### src/hdl/prc_pkg.sv
// ----------------------------------------------------------------------------
// prc_pkg: shared types and constants of the point rotate/offset/crop unit
// item structs, configuration register indexes and coordinate saturation
// ----------------------------------------------------------------------------
package prc_pkg;

    localparam int PRC_FRAC_BITS  = 12;     // default fraction bits of coordinates
    localparam int PRC_ROT_BITS   = 14;     // fraction bits of cosine/sine
    localparam int PRC_COORD_W    = 24;
    localparam int PRC_TRIG_W     = 16;
    localparam int PRC_CFG_IDX_W  = 3;
    localparam int PRC_CFG_DATA_W = 24;
    localparam int PRC_WIDE_W     = 42;     // rotation sum plus rounding headroom

    localparam logic [PRC_CFG_IDX_W-1:0] CFG_FRONT_COS = 3'd0;
    localparam logic [PRC_CFG_IDX_W-1:0] CFG_FRONT_SIN = 3'd1;
    localparam logic [PRC_CFG_IDX_W-1:0] CFG_REAR_COS  = 3'd2;
    localparam logic [PRC_CFG_IDX_W-1:0] CFG_REAR_SIN  = 3'd3;
    localparam logic [PRC_CFG_IDX_W-1:0] CFG_SHIFT_X   = 3'd4;
    localparam logic [PRC_CFG_IDX_W-1:0] CFG_SHIFT_Y   = 3'd5;

    localparam logic OP_FRONT = 1'b0;
    localparam logic OP_REAR  = 1'b1;

    localparam logic signed [PRC_WIDE_W-1:0] COORD_MAX = 42'sd8388607;
    localparam logic signed [PRC_WIDE_W-1:0] COORD_MIN = -42'sd8388608;

    typedef struct packed {
        logic                          operation;
        logic signed [PRC_COORD_W-1:0] point_x;
        logic signed [PRC_COORD_W-1:0] point_y;
    } t_prc_in;

    typedef struct packed {
        logic                          keep;
        logic signed [PRC_COORD_W-1:0] out_x;
        logic signed [PRC_COORD_W-1:0] out_y;
    } t_prc_out;

    typedef struct packed {
        logic signed [PRC_TRIG_W-1:0]  front_cos;
        logic signed [PRC_TRIG_W-1:0]  front_sin;
        logic signed [PRC_TRIG_W-1:0]  rear_cos;
        logic signed [PRC_TRIG_W-1:0]  rear_sin;
        logic signed [PRC_COORD_W-1:0] shift_x;
        logic signed [PRC_COORD_W-1:0] shift_y;
    } t_prc_cfg;

    // rotated point handed from the rotation pipe to the offset/crop pipe
    typedef struct packed {
        logic                          valid;
        logic                          rear;
        logic signed [PRC_COORD_W-1:0] x;
        logic signed [PRC_COORD_W-1:0] y;
    } t_prc_rot;

    function automatic logic signed [PRC_COORD_W-1:0] sat_coord(
        input logic signed [PRC_WIDE_W-1:0] v
    );
        logic signed [PRC_WIDE_W-1:0] c;
        begin
            if (v > COORD_MAX) begin
                c = COORD_MAX;
            end else if (v < COORD_MIN) begin
                c = COORD_MIN;
            end else begin
                c = v;
            end
            sat_coord = c[PRC_COORD_W-1:0];
        end
    endfunction

endpackage

### src/hdl/prc_rotate.sv
// ----------------------------------------------------------------------------
// prc_rotate: three-stage rotation pipe
// input capture, four parallel products, sum with rounding and saturation
// ----------------------------------------------------------------------------
module prc_rotate
    import prc_pkg::*;
(
    input  logic     i_clk,
    input  logic     i_rst_n,
    input  logic     i_valid,
    input  t_prc_in  i_item,
    input  t_prc_cfg i_cfg,
    output t_prc_rot o_rot
);

    localparam int PROD_W = PRC_COORD_W + PRC_TRIG_W;

    // stage a: captured point and selected angle
    logic                          r_a_valid;
    logic                          r_a_rear;
    logic signed [PRC_COORD_W-1:0] r_a_x;
    logic signed [PRC_COORD_W-1:0] r_a_y;
    logic signed [PRC_TRIG_W-1:0]  r_a_cos;
    logic signed [PRC_TRIG_W-1:0]  r_a_sin;

    // stage b: products
    logic                     r_b_valid;
    logic                     r_b_rear;
    logic signed [PROD_W-1:0] r_b_xc;
    logic signed [PROD_W-1:0] r_b_ys;
    logic signed [PROD_W-1:0] r_b_xs;
    logic signed [PROD_W-1:0] r_b_yc;

    // stage c: rotated point
    t_prc_rot r_c;

    logic signed [PROD_W-1:0]     n_b_xc, n_b_ys, n_b_xs, n_b_yc;
    logic signed [PRC_WIDE_W-1:0] xr_sum, yr_sum;
    logic signed [PRC_WIDE_W-1:0] xr_shf, yr_shf;
    localparam logic signed [PRC_WIDE_W-1:0] ROUND_HALF =
        PRC_WIDE_W'(longint'(1) << (PRC_ROT_BITS - 1));

    always_comb begin
        n_b_xc = PROD_W'(r_a_x) * PROD_W'(r_a_cos);
        n_b_ys = PROD_W'(r_a_y) * PROD_W'(r_a_sin);
        n_b_xs = PROD_W'(r_a_x) * PROD_W'(r_a_sin);
        n_b_yc = PROD_W'(r_a_y) * PROD_W'(r_a_cos);
    end

    always_comb begin
        xr_sum = PRC_WIDE_W'(r_b_xc) - PRC_WIDE_W'(r_b_ys) + ROUND_HALF;
        yr_sum = PRC_WIDE_W'(r_b_xs) + PRC_WIDE_W'(r_b_yc) + ROUND_HALF;
        xr_shf = xr_sum >>> PRC_ROT_BITS;
        yr_shf = yr_sum >>> PRC_ROT_BITS;
    end

    always_ff @(posedge i_clk) begin
        if (!i_rst_n) begin
            r_a_valid <= 1'b0;
            r_b_valid <= 1'b0;
            r_c.valid <= 1'b0;
        end else begin
            r_a_valid <= i_valid;
            r_b_valid <= r_a_valid;
            r_c.valid <= r_b_valid;
        end
    end

    always_ff @(posedge i_clk) begin
        r_a_rear <= (i_item.operation == OP_REAR);
        r_a_x    <= i_item.point_x;
        r_a_y    <= i_item.point_y;
        r_a_cos  <= (i_item.operation == OP_REAR) ? i_cfg.rear_cos : i_cfg.front_cos;
        r_a_sin  <= (i_item.operation == OP_REAR) ? i_cfg.rear_sin : i_cfg.front_sin;

        r_b_rear <= r_a_rear;
        r_b_xc   <= n_b_xc;
        r_b_ys   <= n_b_ys;
        r_b_xs   <= n_b_xs;
        r_b_yc   <= n_b_yc;

        r_c.rear <= r_b_rear;
        r_c.x    <= sat_coord(xr_shf);
        r_c.y    <= sat_coord(yr_shf);
    end

    assign o_rot = r_c;

endmodule

### config.mk
export PLATFORM = sky130hd
export DESIGN_NAME = prc_rotate
export DESIGN_NICKNAME = d
export VERILOG_FILES = /design/src/hdl/prc_pkg.sv /design/src/hdl/prc_rotate.sv
export SDC_FILE = /design/constraint.sdc
export NUM_CORES = 2
export LEC_CHECK = 0
export BUFFER_PORTS_ARGS = -buffer_cell sky130_fd_sc_hd__buf_2
export CORE_MARGIN = 1
export CORE_UTILIZATION = 50
export CTS_BUF_LIST = sky130_fd_sc_hd__clkbuf_8
export DETAILED_ROUTE_END_ITERATION = 6
export PLACE_DENSITY = 0.63
export SYNTH_ARGS = -nofsm -noshare
export SYNTH_HDL_FRONTEND = slang
export SYNTH_SLANG_ARGS = --single-unit
### constraint.sdc
create_clock -name i_clk -period 20.3 [get_ports i_clk]
set_input_delay 1.015 -clock i_clk [delete_from_list [all_inputs] [get_ports i_clk]]
set_output_delay 1.015 -clock i_clk [all_outputs]
set_load 0.02 [all_outputs]
Word-level counts from Yosys, hierarchy flattened
Cells that the tools add are included.

Register bits: 294. Bits of input ports: 164. Output and inout bits: 50. Logic and storage cells: 32.

Add/sub/neg operators: 4. $mul: 4. $lt $le $gt $ge: 4. Multiplexer cells: 4.

Operators by type and width (count): $mul A24 B16 Y40 (4); $add A41 B15 Y42 const B (2); $gt A28 B24 Y1 const B (2); $lt A28 B24 Y1 const B (2); $mux W24 (2); $add A40 B40 Y41 (1); $sub A40 B40 Y41 (1); $mux W16 (2).

Depth between registers and ports, before layout
Word-level depth: 4. Depth in mapped cells: 27. Mapped depth without buffers: 25.

Worst setup path before layout
Ideal clock, no wire load.

Kind: reg-to-reg. Start point: register r_a_sin[1]. End point: register r_b_ys[38]. Library setup time: 0.072 ns. Arrival time: 6.621 ns. Data required time: 20.228 ns. Setup slack: 13.607 ns. Stages on the path, launching flop included: 26. Path buffers: 2. Period minus slack after synthesis: 6.693 ns. Cell sequence: dfxtp_1 > clkbuf_1 > clkbuf_1 > nand2_1 > fa_1 > inv_1 > fa_1 > inv_1 > fa_1 > inv_1 > fa_1 > fa_1 > inv_1 > fa_1 > inv_1 > ha_1 > a21o_1 > a21o_1 > a21o_1 > o31a_1 > a311o_1 > a31oi_2 > a311oi_1 > a2111o_1 > a21oi_2 > xnor2_1.

Longest elaborated chain between the ends: 1.

Ends and longest elaborated chain: from (decl) (RTL line prc_rotate.sv:24) `logic signed [PRC_TRIG_W-1:0] r_a_sin;`; from (signal assigned) (RTL line prc_rotate.sv:74) `r_a_sin <= (i_item.operation == OP_REAR) ? i_cfg.rear_sin : i_cfg.front_sin;`; $mul A24 B16 Y40 (RTL line prc_rotate.sv:45) `n_b_ys = PROD_W'(r_a_y) * PROD_W'(r_a_sin);`; net n_b_ys[38] (RTL line prc_rotate.sv:37) `logic signed [PROD_W-1:0] n_b_xc, n_b_ys, n_b_xs, n_b_yc;`; to (signal assigned) (RTL line prc_rotate.sv:78) `r_b_ys <= n_b_ys;`; to (decl) (RTL line prc_rotate.sv:30) `logic signed [PROD_W-1:0] r_b_ys;`.

The timed path passes the listed nets, and every way through them passes these cells. A chain may end at the register's enable or synchronous reset.

Worst setup path in the final report
Start point: register r_a_sin[15]. End point: register r_b_ys[38].

The elaborated chain is that of the path after synthesis.

==> results.cfg <==
[run_status]
outcome = completed

[timing]
slew_headroom_pct = 20.96
skew_ns = 0.06139
period_minus_slack_ns = 7.999
tightest_slew_ns = 1.186
whs_ns = 0.3095
timing.fmax_mhz = 125.0
finalSetupViolCount = 0
finalSetupTns_ns = 0
finalHoldViolations = 0
fin_crit_sh_pct = 39.41
slew_viol_final = 0
rsz0062_at_grt = no
fin_ws_ns = 12.30

[route]
wl_per_cell_um = 17.55
wirelength_um = 156800
drt.antenna.violating_nets = 0
viasPerCell = 5.164
via_count = 46111
drt-initial-drc-count = 2424
first_pass_iters = 7
route.detailed.drc = 0

[synthesis]
syn_area_per_cell_um2 = 9.211
yosys.area.top_type_share_pct = 45.49
synth_nets = 9355
synthFlopType = dfxtp_1
yosysTopAreaCell = fa_1
ys_seq_elements = 294
synthMostInstantiatedCell = inv_1
synth_async_sr_flop_share_pct = 0
synth.distinct_cells = 79
synth_edf_count = 0
synth_common_cells = inv_1 (1788), fa_1 (1496), nand2_1 (911), and2_1 (608), ha_1 (548)
synth_cells = 7147
ys_warn_count = 0
syn_area_mm2 = 0.06583
yosysSeqAreaShare_pct = 8.940
synthTopCellsByArea = fa_1 (45%), ha_1 (10%), inv_1 (10%)

[clock_tree]
cts_hold_buf = 0
cts_setup_buffers = 0
cts.repair.resized = 0
clk_path_buf_depth = 3
numCtsBuffers = 67
path_clk_slew_ns = 0.06
cts_tree = built
clock-sinks = 294
clock_latency_ns = 0.81
htreeDepth = 3
clockRootBuffer = clkbuf_8

[worst_setup_path]
path_max_fanout = 21
max_stage_delay_ns = 0.75
path_class = reg2reg
cpMostUsedCell = fa_1
cpMaxStageDelayCell = inv_1
crit_path_end_kind = flop
worstPathCellList = buf_4, inv_1, buf_4, nor2_1, fa_1, fa_1, fa_1, fa_1, fa_1, inv_1, fa_1, inv_1, ha_1, a21o_1, a21o_1, o31a_1, a311o_1, a31oi_2, a311oi_1, a2111o_1, a21oi_2, xnor2_1
crit_arrival_ns = 8.69
r2r_setup_slack_ns = 12.30
crit_required_ns = 20.99
critical_path.startpoint_type = flop

[job]
drv_cap = 0

[global_route]
grt_pass1_vias = 50030
grt-ovfl-total = 0
antenna_found_initial = 3
grtUsageTotal_pct = 25.62
grt_max_degree = 49
grt_pass1_wl_um = 265800

[place]
io_buffers = 165
gp_congestion = 0.8646
placed_cell_area_mm2 = 0.06820
dp.final_hpwl_um = 117100
pre_cts_ws_ns = 12.33

[cells_and_area]
drive_above_1_share_pct = 6.419
nets = 9342
area_delta_synth_final_pct = 5.823
final_cell_area_mm2 = 0.06967
fillerInstances = 12132

[floorplanning]
fp.dieW_um = 364.9
die_y_um = 364.9
start_util_pct = 50.65
core_mm2 = 0.1300
dieArea_mm2 = 0.1331
rows = 132
ios = 214

[worst_hold_path]
hold_class = in2reg
## through the flow
| stage | cells | util, % |
|---|---|---|
| 3_3_place_gp | 8807 | 52.47 |
| 2_1_floorplan | 7147 | - |
| 6_report | 8930 | 53.60 |
| 4_1_cts | 8924 | 53.59 |
| 3_5_place_dp | 8807 | 52.47 |
| 5_1_grt | 8928 | 53.59 |
## sequential cells by signal, summed over array words and instances, names as in the netlist, 16 cells and up
| name | cells |
|---|---|
| r_b_ys | 40 |
| r_b_xc | 40 |
| o_rot | 50 |
| r_a_x | 24 |
| r_b_xs | 40 |
| r_b_yc | 40 |
| r_a_sin | 16 |
| r_a_y | 24 |
| r_a_cos | 16 |
## metal layers
layer	up-vias	track usage (%)	part of all wire (%)
met5	-	0	0
met4	0	9.392	3.9
met3	230	3.272	5.2
met2	1153	43.16	48
met1	23792	33.81	43
li1	20936	-	-
## layout make-up
type / count / area [µm²] / share of cell area (%)
well taps: 1742 / 2180 / 3.129
diodes: 6 / 15.01 / 0.02155
clock inverters: 39 / 375.4 / 0.5388
inverters: 1788 / 6711 / 9.634
repair buffers: 241 / 1396 / 2.004
multi-input cells: 4742 / 51990 / 74.62
clock buffers: 78 / 1074 / 1.541
flip-flops and latches: 294 / 5927 / 8.508
## placed cells by master, fill, tap and decap left out, types with 33 or more instances in the layout
cell | netlist | final
a21o_1 | 131 | 131
a21oi_1 | 163 | 163
and2_1 | 608 | 608
buf_2 | 4 | 165
buf_4 | 0 | 76
clkbuf_8 | 0 | 78
dfxtp_1 | 294 | 261
dfxtp_2 | 0 | 33
fa_1 | 1496 | 1496
ha_1 | 548 | 548
inv_1 | 1788 | 1803
nand2_1 | 911 | 911
nand2b_1 | 38 | 38
nor2_1 | 157 | 157
o21ai_0 | 62 | 62
o21bai_1 | 33 | 33
xnor2_1 | 165 | 165
xor2_1 | 53 | 53
## critical path: cells and delay by family (launching register included)
family                   cells  cell delay [ns]
XOR/XNOR                     1             0.12
AND/OR/NAND/NOR              1             0.10
flip-flops                   1             0.52
AO/OA/AOI/OAI                8             2.25
buffers and inverters        5             1.68
adder cells (fa/ha/maj)      7             3.23
## final timing paths
check,startpoint,end,cells after the start
max,r_a_sin[15],r_b_ys[38],22
min,i_item[43],r_a_x[19],1
min reg2reg,r_b_rear,o_rot[48],0
max reg2reg,r_a_sin[15],r_b_ys[38],22
## cell families after synthesis
family,synth area share [%]
buf+inv,12.09
fa+ha+maj,55.91
simple gates,13.58
compound gates,6.017
flops,8.940
xor+xnor,2.900
mux,0.5626
Power is left out: the tool's default activity adds up to more than one toggle a clock period on the data nets, which glitch-free logic cannot reach.
