## src/hdl/prc_pkg.sv

```systemverilog
// ----------------------------------------------------------------------------
// prc_pkg: shared types and constants of the point rotate/offset/crop unit
// item structs, configuration register indexes and coordinate saturation
// ----------------------------------------------------------------------------
package prc_pkg;

    localparam int PRC_FRAC_BITS  = 12;     // default fraction bits of coordinates
    localparam int PRC_ROT_BITS   = 14;     // fraction bits of cosine/sine
    localparam int PRC_COORD_W    = 24;
    localparam int PRC_TRIG_W     = 16;
    localparam int PRC_CFG_IDX_W  = 3;
    localparam int PRC_CFG_DATA_W = 24;
    localparam int PRC_WIDE_W     = 42;     // rotation sum plus rounding headroom

    localparam logic [PRC_CFG_IDX_W-1:0] CFG_FRONT_COS = 3'd0;
    localparam logic [PRC_CFG_IDX_W-1:0] CFG_FRONT_SIN = 3'd1;
    localparam logic [PRC_CFG_IDX_W-1:0] CFG_REAR_COS  = 3'd2;
    localparam logic [PRC_CFG_IDX_W-1:0] CFG_REAR_SIN  = 3'd3;
    localparam logic [PRC_CFG_IDX_W-1:0] CFG_SHIFT_X   = 3'd4;
    localparam logic [PRC_CFG_IDX_W-1:0] CFG_SHIFT_Y   = 3'd5;

    localparam logic OP_FRONT = 1'b0;
    localparam logic OP_REAR  = 1'b1;

    localparam logic signed [PRC_WIDE_W-1:0] COORD_MAX = 42'sd8388607;
    localparam logic signed [PRC_WIDE_W-1:0] COORD_MIN = -42'sd8388608;

    typedef struct packed {
        logic                          operation;
        logic signed [PRC_COORD_W-1:0] point_x;
        logic signed [PRC_COORD_W-1:0] point_y;
    } t_prc_in;

    typedef struct packed {
        logic                          keep;
        logic signed [PRC_COORD_W-1:0] out_x;
        logic signed [PRC_COORD_W-1:0] out_y;
    } t_prc_out;

    typedef struct packed {
        logic signed [PRC_TRIG_W-1:0]  front_cos;
        logic signed [PRC_TRIG_W-1:0]  front_sin;
        logic signed [PRC_TRIG_W-1:0]  rear_cos;
        logic signed [PRC_TRIG_W-1:0]  rear_sin;
        logic signed [PRC_COORD_W-1:0] shift_x;
        logic signed [PRC_COORD_W-1:0] shift_y;
    } t_prc_cfg;

    // rotated point handed from the rotation pipe to the offset/crop pipe
    typedef struct packed {
        logic                          valid;
        logic                          rear;
        logic signed [PRC_COORD_W-1:0] x;
        logic signed [PRC_COORD_W-1:0] y;
    } t_prc_rot;

    function automatic logic signed [PRC_COORD_W-1:0] sat_coord(
        input logic signed [PRC_WIDE_W-1:0] v
    );
        logic signed [PRC_WIDE_W-1:0] c;
        begin
            if (v > COORD_MAX) begin
                c = COORD_MAX;
            end else if (v < COORD_MIN) begin
                c = COORD_MIN;
            end else begin
                c = v;
            end
            sat_coord = c[PRC_COORD_W-1:0];
        end
    endfunction

endpackage

```

## src/hdl/prc_offset_crop.sv

```systemverilog
// ----------------------------------------------------------------------------
// prc_offset_crop: three-stage filter pipe
// rear pre-drop and mount offset, self box and odometry, crop box and output
// ----------------------------------------------------------------------------
module prc_offset_crop
    import prc_pkg::*;
#(
    parameter int FRAC_BITS = PRC_FRAC_BITS
) (
    input  logic     i_clk,
    input  logic     i_rst_n,
    input  t_prc_rot i_rot,
    input  t_prc_cfg i_cfg,
    output logic     o_valid,
    output t_prc_out o_result
);

    localparam longint SCALE = longint'(1) << FRAC_BITS;
    // decimal constants rounded to nearest, halves away from zero
    localparam logic signed [PRC_COORD_W-1:0] SELF_H =
        PRC_COORD_W'((longint'(305500) * SCALE + 500000) / 1000000);
    localparam logic signed [PRC_COORD_W-1:0] SELF_W =
        PRC_COORD_W'((longint'(315500) * SCALE + 500000) / 1000000);
    localparam logic signed [PRC_COORD_W-1:0] CROP_Y_HI =
        PRC_COORD_W'((longint'(3684500) * SCALE + 500000) / 1000000);
    localparam logic signed [PRC_COORD_W-1:0] CROP_X_HI =
        PRC_COORD_W'((longint'(14694500) * SCALE + 500000) / 1000000);
    localparam logic signed [PRC_COORD_W-1:0] HALF_LEN =
        PRC_COORD_W'((longint'(257525) * SCALE + 500000) / 1000000);
    localparam logic signed [PRC_COORD_W-1:0] REAR_X_LIM =
        PRC_COORD_W'(-((longint'(300000) * SCALE + 500000) / 1000000));
    localparam logic signed [PRC_COORD_W-1:0] REAR_Y_LIM =
        PRC_COORD_W'((longint'(200000) * SCALE + 500000) / 1000000);
    localparam logic signed [PRC_COORD_W-1:0] CROP_Y_LO = -SELF_W;
    localparam logic signed [PRC_COORD_W-1:0] CROP_X_LO = -SELF_H;

    // stage d: after mount offset
    logic                          r_d_valid, r_d_rear, r_d_keep;
    logic signed [PRC_COORD_W-1:0] r_d_x, r_d_y;
    // stage e: after odometry shift
    logic                          r_e_valid, r_e_keep;
    logic signed [PRC_COORD_W-1:0] r_e_x, r_e_y;
    // stage f: output
    logic     r_f_valid;
    t_prc_out r_f;

    logic                          n_d_keep;
    logic signed [PRC_COORD_W-1:0] n_d_x, n_d_y;
    logic signed [PRC_COORD_W:0]   off_x, off_y;
    logic                          self_hit;
    logic signed [PRC_COORD_W:0]   sft_x, sft_y;
    logic                          crop_hit;
    logic                          n_f_keep;

    always_comb begin
        n_d_keep = !(i_rot.rear && (i_rot.x >= REAR_X_LIM) && (i_rot.y <= REAR_Y_LIM));
        if (i_rot.rear) begin
            off_x = (PRC_COORD_W+1)'(i_rot.x) - (PRC_COORD_W+1)'(HALF_LEN);
            off_y = (PRC_COORD_W+1)'(i_rot.y) + (PRC_COORD_W+1)'(HALF_LEN);
        end else begin
            off_x = (PRC_COORD_W+1)'(i_rot.x) + (PRC_COORD_W+1)'(HALF_LEN);
            off_y = (PRC_COORD_W+1)'(i_rot.y) - (PRC_COORD_W+1)'(HALF_LEN);
        end
        n_d_x = sat_coord(PRC_WIDE_W'(off_x));
        n_d_y = sat_coord(PRC_WIDE_W'(off_y));
    end

    always_comb begin
        // rear tests x alone, front tests |x|
        self_hit = (r_d_x <= SELF_H) && (r_d_rear || (r_d_x >= -SELF_H))
                   && (r_d_y <= SELF_W) && (r_d_y >= -SELF_W);
        sft_x = (PRC_COORD_W+1)'(r_d_x) + (PRC_COORD_W+1)'(i_cfg.shift_x);
        sft_y = (PRC_COORD_W+1)'(r_d_y) + (PRC_COORD_W+1)'(i_cfg.shift_y);
    end

    always_comb begin
        crop_hit = (r_e_x <= CROP_X_LO) || (r_e_x >= CROP_X_HI)
                   || (r_e_y <= CROP_Y_LO) || (r_e_y >= CROP_Y_HI);
        n_f_keep = r_e_keep && !crop_hit;
    end

    always_ff @(posedge i_clk) begin
        if (!i_rst_n) begin
            r_d_valid <= 1'b0;
            r_e_valid <= 1'b0;
            r_f_valid <= 1'b0;
        end else begin
            r_d_valid <= i_rot.valid;
            r_e_valid <= r_d_valid;
            r_f_valid <= r_e_valid;
        end
    end

    always_ff @(posedge i_clk) begin
        r_d_rear <= i_rot.rear;
        r_d_keep <= n_d_keep;
        r_d_x    <= n_d_x;
        r_d_y    <= n_d_y;

        r_e_keep <= r_d_keep && !self_hit;
        r_e_x    <= sat_coord(PRC_WIDE_W'(sft_x));
        r_e_y    <= sat_coord(PRC_WIDE_W'(sft_y));

        r_f.keep  <= n_f_keep;
        r_f.out_x <= n_f_keep ? r_e_x : '0;
        r_f.out_y <= n_f_keep ? r_e_y : '0;
    end

    assign o_valid  = r_f_valid;
    assign o_result = r_f;

endmodule

```

## config.mk

```make
export PLATFORM = sky130hd
export DESIGN_NAME = prc_offset_crop
export DESIGN_NICKNAME = d
export VERILOG_FILES = /design/src/hdl/prc_pkg.sv /design/src/hdl/prc_offset_crop.sv
export SDC_FILE = /design/constraint.sdc
export NUM_CORES = 1
export LEC_CHECK = 0
export ABC_CLOCK_PERIOD_IN_PS = 3500
export BUFFER_PORTS_ARGS = -buffer_cell sky130_fd_sc_hd__buf_4
export CAP_MARGIN = 20
export CORE_MARGIN = 1.5
export CORE_UTILIZATION = 40
export CTS_CLUSTER_SIZE = 8
export DETAILED_ROUTE_END_ITERATION = 16
export PLACE_DENSITY = 0.63
export SYNTH_ARGS = -nofsm -noshare
export SYNTH_HDL_FRONTEND = slang
export SYNTH_SLANG_ARGS = --single-unit
```

## constraint.sdc

```tcl
create_clock -name i_clk -period 3.5 [get_ports i_clk]
set_input_delay 0.35 -clock i_clk [delete_from_list [all_inputs] [get_ports i_clk]]
set_output_delay 0.35 -clock i_clk [all_outputs]
set_load 0.01 [all_outputs]
```

# Yosys cells after proc, flatten, opt, wreduce, memory -nomap -nowiden
# Index checks and enable logic that the tools add are counted.
# totals
regBits,151
out_inout_bits,50
# op_classes
add_sub_neg,6
order_cmp,18
muxes,6
reduce_logical,14
# op_table
operator,n
"> comparator 25 x 24 -> 1 bit, second input constant",4
"less-than comparator 25 x 24 -> 1 bit, second input constant",4
"<= comparator 24 x 12 -> 1 bit, second input constant",4
two-way mux 24 bit,4
"greater-or-equal comparator 24 x 12 -> 1 bit, second input constant",3
"adder 24 x 12 -> 25 bit, second input constant",2
adder 24 x 24 -> 25 bit,2
two-way mux 25 bit,2
"subtractor 24 x 12 -> 25 bit, second input constant",2
"greater-or-equal comparator 24 x 15 -> 1 bit, second input constant",1
"greater-or-equal comparator 24 x 17 -> 1 bit, second input constant",1
"<= comparator 24 x 11 -> 1 bit, second input constant",1
logical AND 1 bit,7
logical OR 1 bit,4
logical NOT 1 bit,3

# Depth between registers and ports, before layout
# depth
word_depth,7
mapped_depth,13

# Least setup slack after synthesis
# No wires, ideal clock.
# synth_path
path_kind,input to register
from,in i_rot[48] (netlist name)
to,reg r_d_y[19]
setup_time_ns,0.127
arrival_ns,3.106
required_ns,3.373
path_slack_ns,0.267
cell_stages,12
path_buffers,2
cell_sequence,inv_1 > ha_1 > buf_2 > a2111o_1 > a21oi_2 > or2_4 > o211ai_1 > and4bb_2 > nor4_4 > nor2_4 > buf_4 > maj3_1
# synth_between
elab_chain_len,3
elab_cells_between_ends,4
cone_classes,order compare: 2; mux: 2
# synth_rtl
item,line_no,text
start: declaration,prc_offset_crop.sv:12,"input t_prc_rot i_rot,"
two-way mux 25 bit (*),prc_offset_crop.sv:57,if (i_rot.rear) begin
less-than comparator 25 x 24 -> 1 bit,prc_pkg.sv:64,end else if (v < COORD_MIN) begin
two-way mux 24 bit,prc_pkg.sv:64,
end signal: assignment,prc_offset_crop.sv:98,r_d_y <= n_d_y;
end: declaration,prc_offset_crop.sv:39,"logic signed [PRC_COORD_W-1:0] r_d_x, r_d_y;"
# Every way passes the cells marked *; elsewhere a longest branch is shown, timed or not.
# A chain may end at the register's enable or synchronous reset.

# Final worst setup path
# layout_path
from,reg r_d_x[0]
to,reg r_e_x[4]
# layout_between
elab_chain_len,3
elab_cells_between_ends,4
cone_classes,add/sub: 1; order compare: 2; mux: 1
# layout_rtl
item,line_no,text
start: declaration,prc_offset_crop.sv:39,
start signal: assignment,prc_offset_crop.sv:97,r_d_x <= n_d_x;
adder 24 x 24 -> 25 bit (*),prc_offset_crop.sv:72,sft_x = (PRC_COORD_W+1)'(r_d_x) + (PRC_COORD_W+1)'(i_cfg.shift_x);
less-than comparator 25 x 24 -> 1 bit,prc_pkg.sv:64,
two-way mux 24 bit,prc_pkg.sv:64,
end signal: assignment,prc_offset_crop.sv:101,r_e_x <= sat_coord(PRC_WIDE_W'(sft_x));
end: declaration,prc_offset_crop.sv:42,"logic signed [PRC_COORD_W-1:0] r_e_x, r_e_y;"
# Marks and branches as above.

==> flow_summary_export.csv <==
group,metric,value,unit
run_status,status,"finished, final reports clean",
power,power_density,604,nW/um^2
global_routing,global_route.usage.total,17.8,%
clocking,clock_tree_from_tritoncts,"yes",
synth,yosysTopAreaCell,"dfxtp_1",
synth,synth.cell_area,9600,um^2
timing,max-slew-margin-rel,61.9,%
timing,final_max_slew_viol_count,0,
global_routing,grt_pass1_wl,35900,um
drt,post_drt_via_cell_ratio,5.23,
clocking,post_cts_hold_buffer_count,0,
floorplan,core_area,23500,um^2
placed_design,io_buffers,149,
synth,post_synth_num_cell_types,89,
job,cap_violations,0,
timing,hold_viol,0,
global_routing,global_route.overflow_total,0,
placed_design,placed_cells,1549,
worst_setup_path,setup.worst_path.start_class,"flop",
placed_design,routabilityCongestion,0.864,
clocking,ctsRootBufferMaster,"clkbuf_16",
synth,ys_warn_count,0,
timing,period_share,92.9,%
finish,antenna-diode-count,0,
floorplan,die_height,158,um
drt,postRouteAntennaNets,0,
global_routing,met2_use_gr,27.6,%
finish,num-fill-cells,2256,
clocking,cts_max_path_buffers,2,
floorplan,floorplan.die.width,158,um
power,static-leakage-power,5.06,nW
synth,synth_nets,1353,
drt,route.vias.total,8273,
floorplan,placementRows,56,
timing,tightest_slew,0.557,ns
timing,aggregate_negative_setup_slack,0,ns
power,power.total,7.10,mW
drt,drt_pass1_iterations,4,
timing,setup_repair_after_global_routing_missed_its_margin,"false",
synth,synth.ff_latch_count,151,
finish,post_layout_nonfiller_instances,1582,
worst_setup_path,maximum_fanout_along_the_worst_path,12,
global_routing,groute.layer.met1.usage,25.3,%
placed_design,hpwl,18300,um
floorplan,top_level_ports,214,
worst_setup_path,timing.critical_path.arrival,3.53,ns
synth,synth_enable_flop_cells,0,
drt,totalWireLength,22400,um
finish,share_of_post_route_cells_with_drive_strength_above_1,18.7,%
timing,max_frequency,307,MHz
synth,synth_seq_area_share,31.5,%
synth,ys_top_cells_by_area,"dfxtp_1 32%, ha_1 12%, a21oi_1 5.0%",
floorplan,floorplan.die_area,24900,um^2
clocking,numClockSinks,151,
synth,netlist_instances,1090,
global_routing,antenna_found_initial,0,
clocking,cts-buffers-inserted,17,
global_routing,gr-max-usage-layer,"met2",
clocking,clock_insertion_delay_worst_skew,0.42,ns
power,ir_worst_vdd,0.000310,V
clocking,h-tree-depth,4,
global_routing,grt_start_max_net_pins,50,
timing,setup_clock_skew_after_layout,0.0103,ns
clocking,worst_setup_hold_path_clk_slew,0.06,ns
worst_setup_path,critPathCaptureType,"flop",
synth,yosysTopAreaCellShare,31.5,%
global_routing,grt.met3_usage,2.30,%
synth,synth_top_flop_cell,"dfxtp_1",
finish,syn2layout_area_growth,22.6,%
drt,remaining_drc_errors,0,
synth,syn_area_per_cell,8.80,um^2
global_routing,vias_in_the_first_global_route,7442,
timing,fin_hold_ws,0.149,ns
finish,final_nets,1513,
timing,min_tclk_post_route,3.25,ns
synth,async_reset_ff_share,0,%
worst_setup_path,criticalPathCategory,"reg -> reg",
timing,final_number_of_setup_violating_endpoints,0,
hold_path,tightest_hold_check_type,"in -> reg",
drt,drtIter0Drc,400,
finish,layout.core_utilization,50.1,%
floorplan,floorplan.initialDensity,40.9,%
drt,wl_per_cell,14.2,um
worst_setup_path,critPathRequiredTime,3.78,ns
worst_setup_path,regToRegSetupSlack,0.25,ns
## stage by stage
stage	setup slack, ns	instance area (um^2)
4_1_cts	0.144	11700
6_report	0.248	11800
3_5_place_dp	0.0290	11100
2_1_floorplan	0.267	9600
5_1_grt	0.00362	11800
3_3_place_gp	0.0836	11100
## cells by family after synthesis
family	after synthesis	synth area share, %
fa+ha+maj	116	15.0
compound gates	362	25.1
simple gates	337	19.4
mux	4	0.417
buf+inv	54	2.45
flops	151	31.5
xor+xnor	66	6.18
## flip-flops by register name, indices dropped and copies added (netlist names)
name / count
r_e_valid: 1
r_d_rear: 1
o_result: 49
r_d_y: 24
r_d_valid: 1
r_d_x: 24
r_e_y: 24
r_e_keep: 1
o_valid: 1
r_e_x: 24
r_d_keep: 1
## critical path: stages, from the launching register on
cell and delay [ns]:
dfxtp_1 0.34, ha_1 0.23, fa_1 0.45, a211oi_2 0.23
o21ai_1 0.14, a2111oi_2 0.44, o211ai_1 0.20, a41o_1 0.31
nand2b_1 0.12, a32oi_4 0.20, nor2_2 0.17, buf_4 0.17
o21ai_0 0.11
## cells in the final DEF (no fill, tap or decap), types with 7 or more instances in the layout
cell	instances
nor3_1	14
dfxtp_1	151
o21bai_1	7
nand2b_1	12
maj3_1	17
xnor2_1	34
nor2_1	66
a211oi_1	16
xor2_1	30
o21ai_1	7
clkbuf_16	17
a21o_1	38
o211ai_1	14
a21oi_1	95
nand3_1	26
o31ai_1	9
o21ai_0	84
nor4_1	13
nand4_1	28
a31oi_1	14
ha_1	95
nand2_1	61
o21a_1	20
nor2b_1	14
and2_1	55
inv_1	27
buf_4	167
## cell usage after synthesis, types with 7 or more instances
cell type / count
a211oi_1: 17
nand4_1: 28
nor2_1: 66
o31ai_1: 9
nand3_1: 26
and2_1: 55
o21a_1: 20
nor2b_1: 14
dfxtp_1: 151
maj3_1: 17
xnor2_1: 34
xor2_1: 30
o21bai_1: 7
nand2b_1: 12
ha_1: 95
o21ai_0: 85
inv_1: 27
a21oi_1: 95
o211ai_1: 14
nor3_1: 14
buf_2: 8
nor4_1: 13
a31oi_1: 14
a21o_1: 38
nand2_1: 61
clkbuf_1: 13
## power by group
| part | switching [mW] | leakage [nW] | internal (mW) | total [mW] |
|---|---|---|---|---|
| sequential | 0.304 | 1.25 | 2.17 | 2.47 |
| combinational | 1.52 | 3.50 | 1.22 | 2.75 |
| clock | 0.745 | 0.306 | 1.14 | 1.88 |
## area by class of cell
| cell class | count | area [um^2] | area share (%) |
|---|---|---|---|
| Clock buffer | 17 | 425 | 3.62 |
| Clock inverter | 15 | 189 | 1.61 |
| Inverter | 28 | 105 | 0.894 |
| Multi-Input combinational cell | 885 | 6360 | 54.1 |
| Sequential cell | 151 | 3020 | 25.7 |
| Tap cell | 319 | 399 | 3.39 |
| Timing Repair Buffer | 167 | 1250 | 10.7 |
## layer usage
layer  wire length, um  up-vias
met5                 0        -
met4               294        0
met3               864       21
met2              9810      186
met1             11500     3668
li1                  -     4398
## worst paths after layout
kind             start        end  cells past startpoint
min            i_rst_n  r_e_valid                      2
max reg2reg   r_d_x[0]   r_e_x[4]                     12
min reg2reg  r_e_valid    o_valid                      1
max           r_d_x[0]   r_e_x[4]                     12
## timing repair
item | 4_1_cts | 5_1_grt
resized for setup | 0 | 4
setup buffers | 0 | 1
hold endpoints to repair | 0 | 0
endpoints found under the setup margin | 0 | 31
Note: power is estimated with default switching activity, not from simulation.
