$ cat src/hdl/prc_pkg.sv
// ----------------------------------------------------------------------------
// prc_pkg: shared types and constants of the point rotate/offset/crop unit
// item structs, configuration register indexes and coordinate saturation
// ----------------------------------------------------------------------------
package prc_pkg;

    localparam int PRC_FRAC_BITS  = 12;     // default fraction bits of coordinates
    localparam int PRC_ROT_BITS   = 14;     // fraction bits of cosine/sine
    localparam int PRC_COORD_W    = 24;
    localparam int PRC_TRIG_W     = 16;
    localparam int PRC_CFG_IDX_W  = 3;
    localparam int PRC_CFG_DATA_W = 24;
    localparam int PRC_WIDE_W     = 42;     // rotation sum plus rounding headroom

    localparam logic [PRC_CFG_IDX_W-1:0] CFG_FRONT_COS = 3'd0;
    localparam logic [PRC_CFG_IDX_W-1:0] CFG_FRONT_SIN = 3'd1;
    localparam logic [PRC_CFG_IDX_W-1:0] CFG_REAR_COS  = 3'd2;
    localparam logic [PRC_CFG_IDX_W-1:0] CFG_REAR_SIN  = 3'd3;
    localparam logic [PRC_CFG_IDX_W-1:0] CFG_SHIFT_X   = 3'd4;
    localparam logic [PRC_CFG_IDX_W-1:0] CFG_SHIFT_Y   = 3'd5;

    localparam logic OP_FRONT = 1'b0;
    localparam logic OP_REAR  = 1'b1;

    localparam logic signed [PRC_WIDE_W-1:0] COORD_MAX = 42'sd8388607;
    localparam logic signed [PRC_WIDE_W-1:0] COORD_MIN = -42'sd8388608;

    typedef struct packed {
        logic                          operation;
        logic signed [PRC_COORD_W-1:0] point_x;
        logic signed [PRC_COORD_W-1:0] point_y;
    } t_prc_in;

    typedef struct packed {
        logic                          keep;
        logic signed [PRC_COORD_W-1:0] out_x;
        logic signed [PRC_COORD_W-1:0] out_y;
    } t_prc_out;

    typedef struct packed {
        logic signed [PRC_TRIG_W-1:0]  front_cos;
        logic signed [PRC_TRIG_W-1:0]  front_sin;
        logic signed [PRC_TRIG_W-1:0]  rear_cos;
        logic signed [PRC_TRIG_W-1:0]  rear_sin;
        logic signed [PRC_COORD_W-1:0] shift_x;
        logic signed [PRC_COORD_W-1:0] shift_y;
    } t_prc_cfg;

    // rotated point handed from the rotation pipe to the offset/crop pipe
    typedef struct packed {
        logic                          valid;
        logic                          rear;
        logic signed [PRC_COORD_W-1:0] x;
        logic signed [PRC_COORD_W-1:0] y;
    } t_prc_rot;

    function automatic logic signed [PRC_COORD_W-1:0] sat_coord(
        input logic signed [PRC_WIDE_W-1:0] v
    );
        logic signed [PRC_WIDE_W-1:0] c;
        begin
            if (v > COORD_MAX) begin
                c = COORD_MAX;
            end else if (v < COORD_MIN) begin
                c = COORD_MIN;
            end else begin
                c = v;
            end
            sat_coord = c[PRC_COORD_W-1:0];
        end
    endfunction

endpackage

$ cat src/hdl/prc_cfg_regs.sv
// ----------------------------------------------------------------------------
// prc_cfg_regs: configuration register file
// rotation cosines/sines per sensor and odometry shift, write only
// ----------------------------------------------------------------------------
module prc_cfg_regs
    import prc_pkg::*;
(
    input  logic                      i_clk,
    input  logic                      i_rst_n,
    input  logic                      i_cfg_we,
    input  logic [PRC_CFG_IDX_W-1:0]  i_cfg_idx,
    input  logic [PRC_CFG_DATA_W-1:0] i_cfg_data,
    output t_prc_cfg                  o_cfg
);

    t_prc_cfg r_cfg;
    t_prc_cfg n_cfg;

    always_comb begin
        n_cfg = r_cfg;
        if (i_cfg_we) begin
            case (i_cfg_idx)
                CFG_FRONT_COS: n_cfg.front_cos = i_cfg_data[PRC_TRIG_W-1:0];
                CFG_FRONT_SIN: n_cfg.front_sin = i_cfg_data[PRC_TRIG_W-1:0];
                CFG_REAR_COS:  n_cfg.rear_cos  = i_cfg_data[PRC_TRIG_W-1:0];
                CFG_REAR_SIN:  n_cfg.rear_sin  = i_cfg_data[PRC_TRIG_W-1:0];
                CFG_SHIFT_X:   n_cfg.shift_x   = i_cfg_data[PRC_COORD_W-1:0];
                CFG_SHIFT_Y:   n_cfg.shift_y   = i_cfg_data[PRC_COORD_W-1:0];
                default:       n_cfg = r_cfg;   // unknown index ignored
            endcase
        end
    end

    always_ff @(posedge i_clk) begin
        if (!i_rst_n) begin
            r_cfg.front_cos <= 16'sd16384;
            r_cfg.front_sin <= '0;
            r_cfg.rear_cos  <= 16'sd16384;
            r_cfg.rear_sin  <= '0;
            r_cfg.shift_x   <= '0;
            r_cfg.shift_y   <= '0;
        end else begin
            r_cfg <= n_cfg;
        end
    end

    assign o_cfg = r_cfg;

endmodule

$ cat config.mk
export PLATFORM = sky130hd
export DESIGN_NAME = prc_cfg_regs
export DESIGN_NICKNAME = d
export VERILOG_FILES = /design/src/hdl/prc_pkg.sv /design/src/hdl/prc_cfg_regs.sv
export SDC_FILE = /design/constraint.sdc
export NUM_CORES = 1
export LEC_CHECK = 0
export BUFFER_PORTS_ARGS = -buffer_cell sky130_fd_sc_hd__buf_4
export CAP_MARGIN = 20
export CORE_UTILIZATION = 25
export CTS_BUF_LIST = sky130_fd_sc_hd__clkbuf_16
export CTS_CLUSTER_DIAMETER = 120
export DETAILED_ROUTE_END_ITERATION = 12
export GPL_TIMING_DRIVEN = 0
export HOLD_SLACK_MARGIN = 0.05
export PLACE_DENSITY = 0.48
export SLEW_MARGIN = 20
export SYNTH_ARGS = -nofsm -noshare
export SYNTH_HDL_FRONTEND = slang
export SYNTH_SLANG_ARGS = --single-unit
export TNS_END_PERCENT = 1
$ cat constraint.sdc
create_clock -name i_clk -period 1.6 [get_ports i_clk]
set_input_delay 0.24 -clock i_clk [delete_from_list [all_inputs] [get_ports i_clk]]
set_output_delay 0.24 -clock i_clk [all_outputs]
set_load 0.02 [all_outputs]
* Word level (Yosys, flattened, before mapping)
Index checks and enable logic that the tools add are counted. Widths: inputs -> output; s select.
Cells by class: equality and inequality tests 5, reduce and logical (&&, ||, !) cells 7
Operator list (number):
- $reduce_and 2->1 | 6
- $eq 3x2->1 const B | 2
- $eq 3x3->1 const B | 2
- $eq 3x1->1 const B | 1
- $logic_not 3->1 | 1
Storage, ports and cells: register bits after elaboration 112, input port bits 30, word-level logic and storage cells 18

* Longest topological paths before layout
Gate-level depths: netlist of run 1.
depth after elaboration 2, depth in mapped cells 4, depth with buffers taken out 2

* Least setup slack after synthesis of run 1
OpenSTA, ideal clock, no wires.
kind input to register, start input port i_cfg_idx[1], end register r_cfg, in the netlist o_cfg[105], setup time 0.123 ns, arrival 1.167 ns, data required time 1.477 ns, slack 0.310 ns, stages 4, buffers on the path 2, cells stage by stage or4b_1 > buf_6 > buf_12 > mux2i_1
On the way: longest elaborated chain between the ends 2
RTL lines:
- from (decl) | RTL line prc_cfg_regs.sv:11 | input logic [PRC_CFG_IDX_W-1:0] i_cfg_idx,
- $logic_not 3->1 | RTL line prc_cfg_regs.sv:22 | case (i_cfg_idx)
- $reduce_and 2->1 (no source line)
- to (signal assigned) | RTL line prc_cfg_regs.sv:43 | r_cfg <= n_cfg;
- to (decl) | RTL line prc_cfg_regs.sv:16 | t_prc_cfg r_cfg;
No other way between the ends. A chain may end at the register's enable or synchronous reset.

==> reports/results.ini, run 1 <==
[sta]
period_share = 0.840
slew_viol_final = 0
min_period_ps = 1340
worst_slack_ps = 255
finalSetupViolCount = 0
slew-limit-headroom = 0.593
rsz0062_at_grt = no
hold_viol = 0
final.setup.tns_ps = 0
fin_worst_skew_ps = 0
fmax_mhz = 744
worstMarginPinSlew_ps = 611
whs_ps = 172

[setup_path]
crit_type = in2reg
start_kind = primary input
cpPeakStageDelay_ps = 520
crit_slowest_cell = clkbuf_1
crit_fanout = 10
cp_num_buf_inv = 2
critical_path_arrival_ps = 1610
crit_family = buffers and inverters
crit_top_cell = clkbuf_1
cp_cell_sequence = clkbuf_1 -> clkbuf_1 -> nand2_1 -> mux2i_1
endpoint_kind = flip-flop
cp.required_ps = 1870

[global_route]
antenna_found_initial = 0
track_usage = 0.149
grt_pass1_wl_um = 18500
grt_max_degree = 18
grt_pass1_vias = 3377
gr-total-overflow = 0

[drt]
routed_wirelength_um = 12200
antenna_left = 0
drtIter0Drc = 78
drt_first_pass_iters = 4
wl_per_cell_um = 15.9
num_vias = 3239
drt_drc_violations_left = 0
avgViaCountPerCell = 4.22

[floorplan]
core-area_mm2 = 0.0159
start_util = 0.257
pin_count = 142
die_w_um = 130
num_rows = 46
die_h_um = 130
die_area_mm2 = 0.0169

[synthesis]
synth_seq_cells = 112
ys_types = 13
ys_warn_count = 0
syn_area_per_cell_um2 = 10.4
synth_seq_area_share = 0.547
syn_inst = 396
syn_area_mm2 = 0.00410
syn-num-nets = 426

[power_and_ir_drop]
power_w = 0.00545
ir_drop_mv = 0.462
p_leak_nw = 2.79
cellPowerDensity_mw_per_mm2 = 959

[finish]
fillers = 1689
fin_nets = 577
largest_reg_flops = 112
regArea_mm2 = 0.00224
area_growth_pct = 38.7
multi_input_area_mm2 = 0.00171
fin_area_mm2 = 0.00569
antenna_cells = 0
drive_gt1_frac = 0.304
layout_commonest_cell = buf_4
final_cell_mix = 141 x buf_4, 134 x nand2_1, 112 x mux2i_1, 112 x dfxtp_1, 15 x clkbuf_1

[clock_network]
ctsResizeCount = 0
htreeDepth = 3
postCtsSetupBuffers = 0
cts_num_sinks = 112
cts_hold_buf = 0
root_buffer = clkbuf_16
cts.clk_slew.worst_paths_ps = 70
tritoncts = built
numCtsBuffers = 9
clock_latency_ps = 340
max-clock-path-buffers = 2

[placed_design]
place_congestion = 0.716
place_ws_ps = -142
port_buffers = 140
place_area_mm2 = 0.00542
dpl.hpwl_um = 9240

[outcome]
status = finished clean

[job]
cap_violations = 0

[hold_path]
hold_path_class = in2reg

[per-layer routing]
metal  GRT usage  wire (um)  vias to the layer above  part of all wire
li1            -          -                     1609                 -
met1       0.177       5340                     1530              0.44
met2       0.250       5770                       94              0.47
met3      0.0595        986                        6             0.081
met4      0.0369         89                        0            0.0073
met5           0          0                        -                 0
[logic make-up after synthesis]
| logic type | count (synthesis) | share of synthesized area |
|---|---|---|
| simple gates | 143 | 0.143 |
| flops | 112 | 0.547 |
| mux | 112 | 0.274 |
| buf+inv | 29 | 0.0366 |
[metrics by stage]
step,utilization,cells
2_1_floorplan,-,396
3_3_place_gp,0.340,752
3_5_place_dp,0.340,752
4_1_cts,0.357,768
5_1_grt,0.357,768
6_report,0.357,768
[report_power, final]
part           internal [W]  switching (W)
clock network       0.00105        0.00102
registers           0.00285      0.0000349
logic              0.000202       0.000297
total               0.00409        0.00136
[final timing paths]
| kind | start | endpoint | slack, ps | cells past startpoint |
|---|---|---|---|---|
| hold / removal | i_cfg_data[19] | o_cfg[19] | 170 | 3 |
| hold reg to reg | o_cfg[56] | o_cfg[56] | 460 | 2 |
| setup / recovery | i_rst_n | o_cfg[35] | 260 | 4 |
| setup reg to reg | o_cfg[99] | o_cfg[99] | 930 | 2 |
[worst min-delay path, stage by stage]
cell	delay, ps
buf_4	110
nand2_1	60
mux2i_1	60
[layout make-up]
class / instances / share of cell area
flip-flops and latches: 112 / 0.394
multi-input cells: 255 / 0.300
repair buffers: 140 / 0.185
well taps: 216 / 0.0475
clock buffers: 9 / 0.0396
plain buffers: 29 / 0.0264
clock inverters: 7 / 0.00704
[Yosys cell counts]
| cell type | n | area [um2] |
|---|---|---|
| nand4bb_1 | 1 | 11.3 |
| and4bb_2 | 2 | 25.0 |
| buf_6 | 1 | 11.3 |
| buf_12 | 1 | 20.0 |
| or4b_1 | 1 | 10.0 |
| buf_2 | 11 | 55.1 |
| buf_4 | 1 | 7.51 |
| nand2_1 | 134 | 503 |
| clkbuf_1 | 15 | 56.3 |
| nor2b_1 | 3 | 18.8 |
| dfxtp_1 | 112 | 2240 |
| mux2i_1 | 112 | 1120 |
| nand4b_1 | 2 | 17.5 |
No activity file was read; power rests on OpenSTA's default activity.
==> inputs of run 2 (changes only) <==
PLACE_DENSITY = 0.49   (was 0.48)
clock period = 1.2 ns   (was 1.6 ns; I/O delays follow)
==> reports/results.ini, run 2 (same netlist as run 1, synthesis figures left out) <==
[drt]
antenna_left = 0
routed_wirelength_um = 12500
avgViaCountPerCell = 4.24
drt_drc_violations_left = 0
num_vias = 3251
wl_per_cell_um = 16.2
drtIter0Drc = 124
drt_first_pass_iters = 4

[setup_path]
crit_slowest_cell = clkbuf_1
reg2reg_from = o_cfg[4]
endpoint_kind = flip-flop
crit_top_cell = clkbuf_1
crit_type = in2reg
cpPeakStageDelay_ps = 530
crit_family = buffers and inverters
critical_path_arrival_ps = 1380
start_kind = primary input
setup.worst_path.start = i_rst_n
crit_fanout = 10
cp_cell_sequence = clkbuf_1 -> clkbuf_1 -> nand2_1 -> mux2i_1
cp_num_buf_inv = 2
cp.required_ps = 1490

[power_and_ir_drop]
p_leak_nw = 2.81
power_w = 0.00750
ir_drop_mv = 0.912
cellPowerDensity_mw_per_mm2 = 1310

[sta]
slew_viol_final = 0
fmax_mhz = 910
worst_slack_ps = 101
fin_worst_skew_ps = 0
period_share = 0.916
finalSetupViolCount = 0
min_period_ps = 1100
hold_viol = 0
worstMarginPinSlew_ps = 640
whs_ps = 104
slew-limit-headroom = 0.574
rsz0062_at_grt = yes

[job]
cap_violations = 0

[global_route]
busiest_layer = met2
use_met2 = 0.253
antenna_found_initial = 0
grt_max_degree = 18
track_usage = 0.154
grt_util_met3 = 0.0681
grt_pass1_wl_um = 18900
grt_pass1_vias = 3343
met1_usage = 0.185
gr-total-overflow = 0

[finish]
final_cell_mix = 141 x buf_4, 134 x nand2_1, 112 x mux2i_1, 112 x dfxtp_1, 12 x buf_2
fillers = 1693
drive_gt1_frac = 0.316
multi_input_area_mm2 = 0.00171
largest_reg_flops = 112
regArea_mm2 = 0.00224
antenna_cells = 0
fin_area_mm2 = 0.00572
fin_nets = 577
postLayoutCoreUtil = 0.358
area_growth_pct = 39.4
layout_commonest_cell = buf_4

[placed_design]
place_congestion = 0.709
port_buffers = 140
place_ws_ps = -555
dpl.hpwl_um = 9110
place_area_mm2 = 0.00542

[clock_network]
max-clock-path-buffers = 2
root_buffer = clkbuf_16
tritoncts = built
cts.clk_slew.worst_paths_ps = 70
numCtsBuffers = 9
clock_latency_ps = 350
htreeDepth = 3
cts_hold_buf = 0
cts_num_sinks = 112

[outcome]
status = finished clean

[floorplan]
core-area_mm2 = 0.0159
die_h_um = 130
die_w_um = 130
num_rows = 46
pin_count = 142
die_area_mm2 = 0.0169
start_util = 0.257

[hold_path]
hold_path_class = in2reg
holdCritStartpoint = i_cfg_data[21]

## run 2: cell count changes in the layout (fill, tap and decap cells not counted), sizes merged
cell / previous run / this run
buf: 154 / 156
clkbuf: 24 / 22
bufinv: 0 / 1
inv: 3 / 1
clkinvlp: 1 / 2
clkinv: 3 / 2
## run 2: metrics by stage
stage | TNS [ps] | std cells
3_5_place_dp | -42580 | 752
2_1_floorplan | -141 | 396
3_3_place_gp | -38010 | 752
5_1_grt | -430 | 767
4_1_cts | 0 | 767
6_report | 0 | 767
## run 2: routing by layer
metal,part of all wire,up-vias
met5,0,-
met4,0.0080,0
met3,0.084,7
met2,0.46,110
met1,0.45,1524
li1,-,1610
## run 2: layout make-up
class	instances	area share
sequential	112	0.392
multi-input combinational	255	0.299
timing repair buffer	140	0.184
tap	216	0.0473
clock buffer	9	0.0394
buffer	29	0.0269
clock inverter	6	0.0109
## run 2: what timing repair did
item                                   4_1_cts  5_1_grt
resized for setup                            2        4
buffers inserted                             0        0
cloned                                       0        0
endpoints found under the hold margin        0        0
setup endpoints to repair                   66       29
## run 2: path summary, 6_finish.rpt
path | end | slack (ps) | cells after the start
max | o_cfg[38] | 100 | 4
max reg2reg | o_cfg[4] | 560 | 2
min | o_cfg[21] | 100 | 3
min reg2reg | o_cfg[87] | 460 | 2
## run 2: where the power goes
part	internal [W]	switching [W]	total, W	leakage (nW)
clock	0.00160	0.00138	0.00298	0.139
combinational	0.000271	0.000402	0.000673	1.76
sequential	0.00380	0.0000473	0.00384	0.906
## run 2: tightest hold or removal path, stage by stage
cell     delay (ps)
buf_4           110
nand2_1          60
mux2i_1          60
==> inputs of run 3 (changes only) <==
PLACE_DENSITY = 0.48   (was 0.49)
clock period = 1.23 ns   (was 1.2 ns; I/O delays follow)
==> reports/results.ini, run 3 (same netlist as run 1, synthesis figures left out) <==
[setup_path]
reg2reg_from = o_cfg[30]
critical_path_arrival_ps = 1420
rr_endpoint = o_cfg[30]
cpPeakStageDelay_ps = 500
cp_cell_sequence = clkbuf_1 -> clkbuf_1 -> nand2_1 -> mux2i_1
crit_fanout = 10
crit_type = in2reg
crit_top_cell = clkbuf_1
rr_worst_depth = 2
start_kind = primary input
r2r_slack_ps = 570
endpoint_kind = flip-flop
crit_family = buffers and inverters
crit_slowest_cell = clkbuf_1
cp_num_buf_inv = 2
cp.required_ps = 1510

[finish]
fillers = 1643
drive_gt1_frac = 0.317
largest_reg_flops = 112
fin_nets = 577
layout_commonest_cell = buf_4
area_growth_pct = 40.1
antenna_cells = 0
regArea_mm2 = 0.00224
multi_input_area_mm2 = 0.00171
final_cell_mix = 141 x buf_4, 134 x nand2_1, 112 x mux2i_1, 112 x dfxtp_1, 12 x buf_2

[drt]
drt_drc_violations_left = 0
dr_wl_met3_um = 1140
highest_layer = met4
num_vias = 3286
avgViaCountPerCell = 4.28
met2_length_um = 5970
wl_per_cell_um = 16.4
antenna_left = 0
drt_first_pass_iters = 4
wl_met1_um = 5400
routed_wirelength_um = 12600
drtIter0Drc = 109

[global_route]
gr-total-overflow = 0
grt_pass1_vias = 3291
grt_pass1_wl_um = 18700
grt_max_degree = 18
track_usage = 0.153
antenna_found_initial = 0

[clock_network]
max-clock-path-buffers = 2
numCtsBuffers = 9
root_buffer = clkbuf_16
postCtsSetupBuffers = 0
tritoncts = built
htreeDepth = 3
cts.clk_slew.worst_paths_ps = 70
cts_hold_buf = 0
cts_num_sinks = 112
clock_latency_ps = 360

[floorplan]
die_w_um = 130
core-area_mm2 = 0.0159
die_area_mm2 = 0.0169
start_util = 0.257
die_h_um = 130
num_rows = 46
pin_count = 142

[placed_design]
dpl.hpwl_um = 9120
port_buffers = 140
place_congestion = 0.691

[sta]
whs_ps = 103
slew_viol_final = 0
slew-limit-headroom = 0.560
finalSetupViolCount = 0
hold_viol = 0
worstMarginPinSlew_ps = 661
period_share = 0.928
fmax_mhz = 876
rsz0062_at_grt = no
min_period_ps = 1140
fin_worst_skew_ps = 0

[power_and_ir_drop]
power_w = 0.00754
cellPowerDensity_mw_per_mm2 = 1310
ir_drop_mv = 0.700
p_leak_nw = 2.83

[hold_path]
holdCritStartpoint = i_cfg_data[18]
min_path_cells = 3
hold_path_class = in2reg
hold_end = o_cfg[18]

[outcome]
status = finished clean

[job]
cap_violations = 0

[run 3: metrics by stage]
step	worst slack (ps)	util	cells	setup TNS, ps	instance area (um2)
floorplan	11.2	-	396	0	4100
detailed placement	-513	0.340	752	-39690	5420
global placement	-506	0.340	752	-36210	5420
CTS	49.0	0.360	768	0	5740
finish	88.1	0.360	768	0	5740
global route	3.15	0.360	768	0	5740
[run 3: worst register-to-register path, cell delays in order, from the launching register on]
cell,delay (ps)
dfxtp_1,360
nand2_1,70
mux2i_1,160
[run 3: metal layers]
layer  up-vias  GRT usage
met2       106      0.256
met4         0     0.0438
met3        10     0.0705
li1       1605          -
met5         -          0
met1      1565      0.175
[run 3: layout make-up]
| type | instances | share of cell area |
|---|---|---|
| Timing Repair Buffer | 140 | 0.183 |
| Multi-Input combinational cell | 255 | 0.298 |
| Tap cell | 216 | 0.0471 |
| Clock inverter | 7 | 0.0155 |
| Buffer | 29 | 0.0270 |
| Clock buffer | 9 | 0.0392 |
| Sequential cell | 112 | 0.390 |
[run 3: worst max-delay path by stage]
stage / end / cells past startpoint / from
2_1_floorplan: o_cfg[105] / 4 / i_cfg_idx[1]
3_3_place_gp: o_cfg[81] / 4 / i_rst_n
3_5_place_dp: o_cfg[103] / 4 / i_rst_n
4_1_cts: o_cfg[87] / 4 / i_rst_n
5_1_grt: o_cfg[34] / 4 / i_rst_n
6_report: o_cfg[36] / 4 / i_rst_n
[run 3: power by group]
part | internal (W) | switching [W] | leakage [nW]
sequential | 0.00370 | 0.0000471 | 0.906
clock | 0.00177 | 0.00136 | 0.158
combinational | 0.000265 | 0.000392 | 1.76
[run 3: what timing repair did]
item | CTS | global route
setup endpoints to repair | 65 | 2
hold endpoints to repair | 0 | 0
pin swaps | 0 | 0
resized for setup | 3 | 3
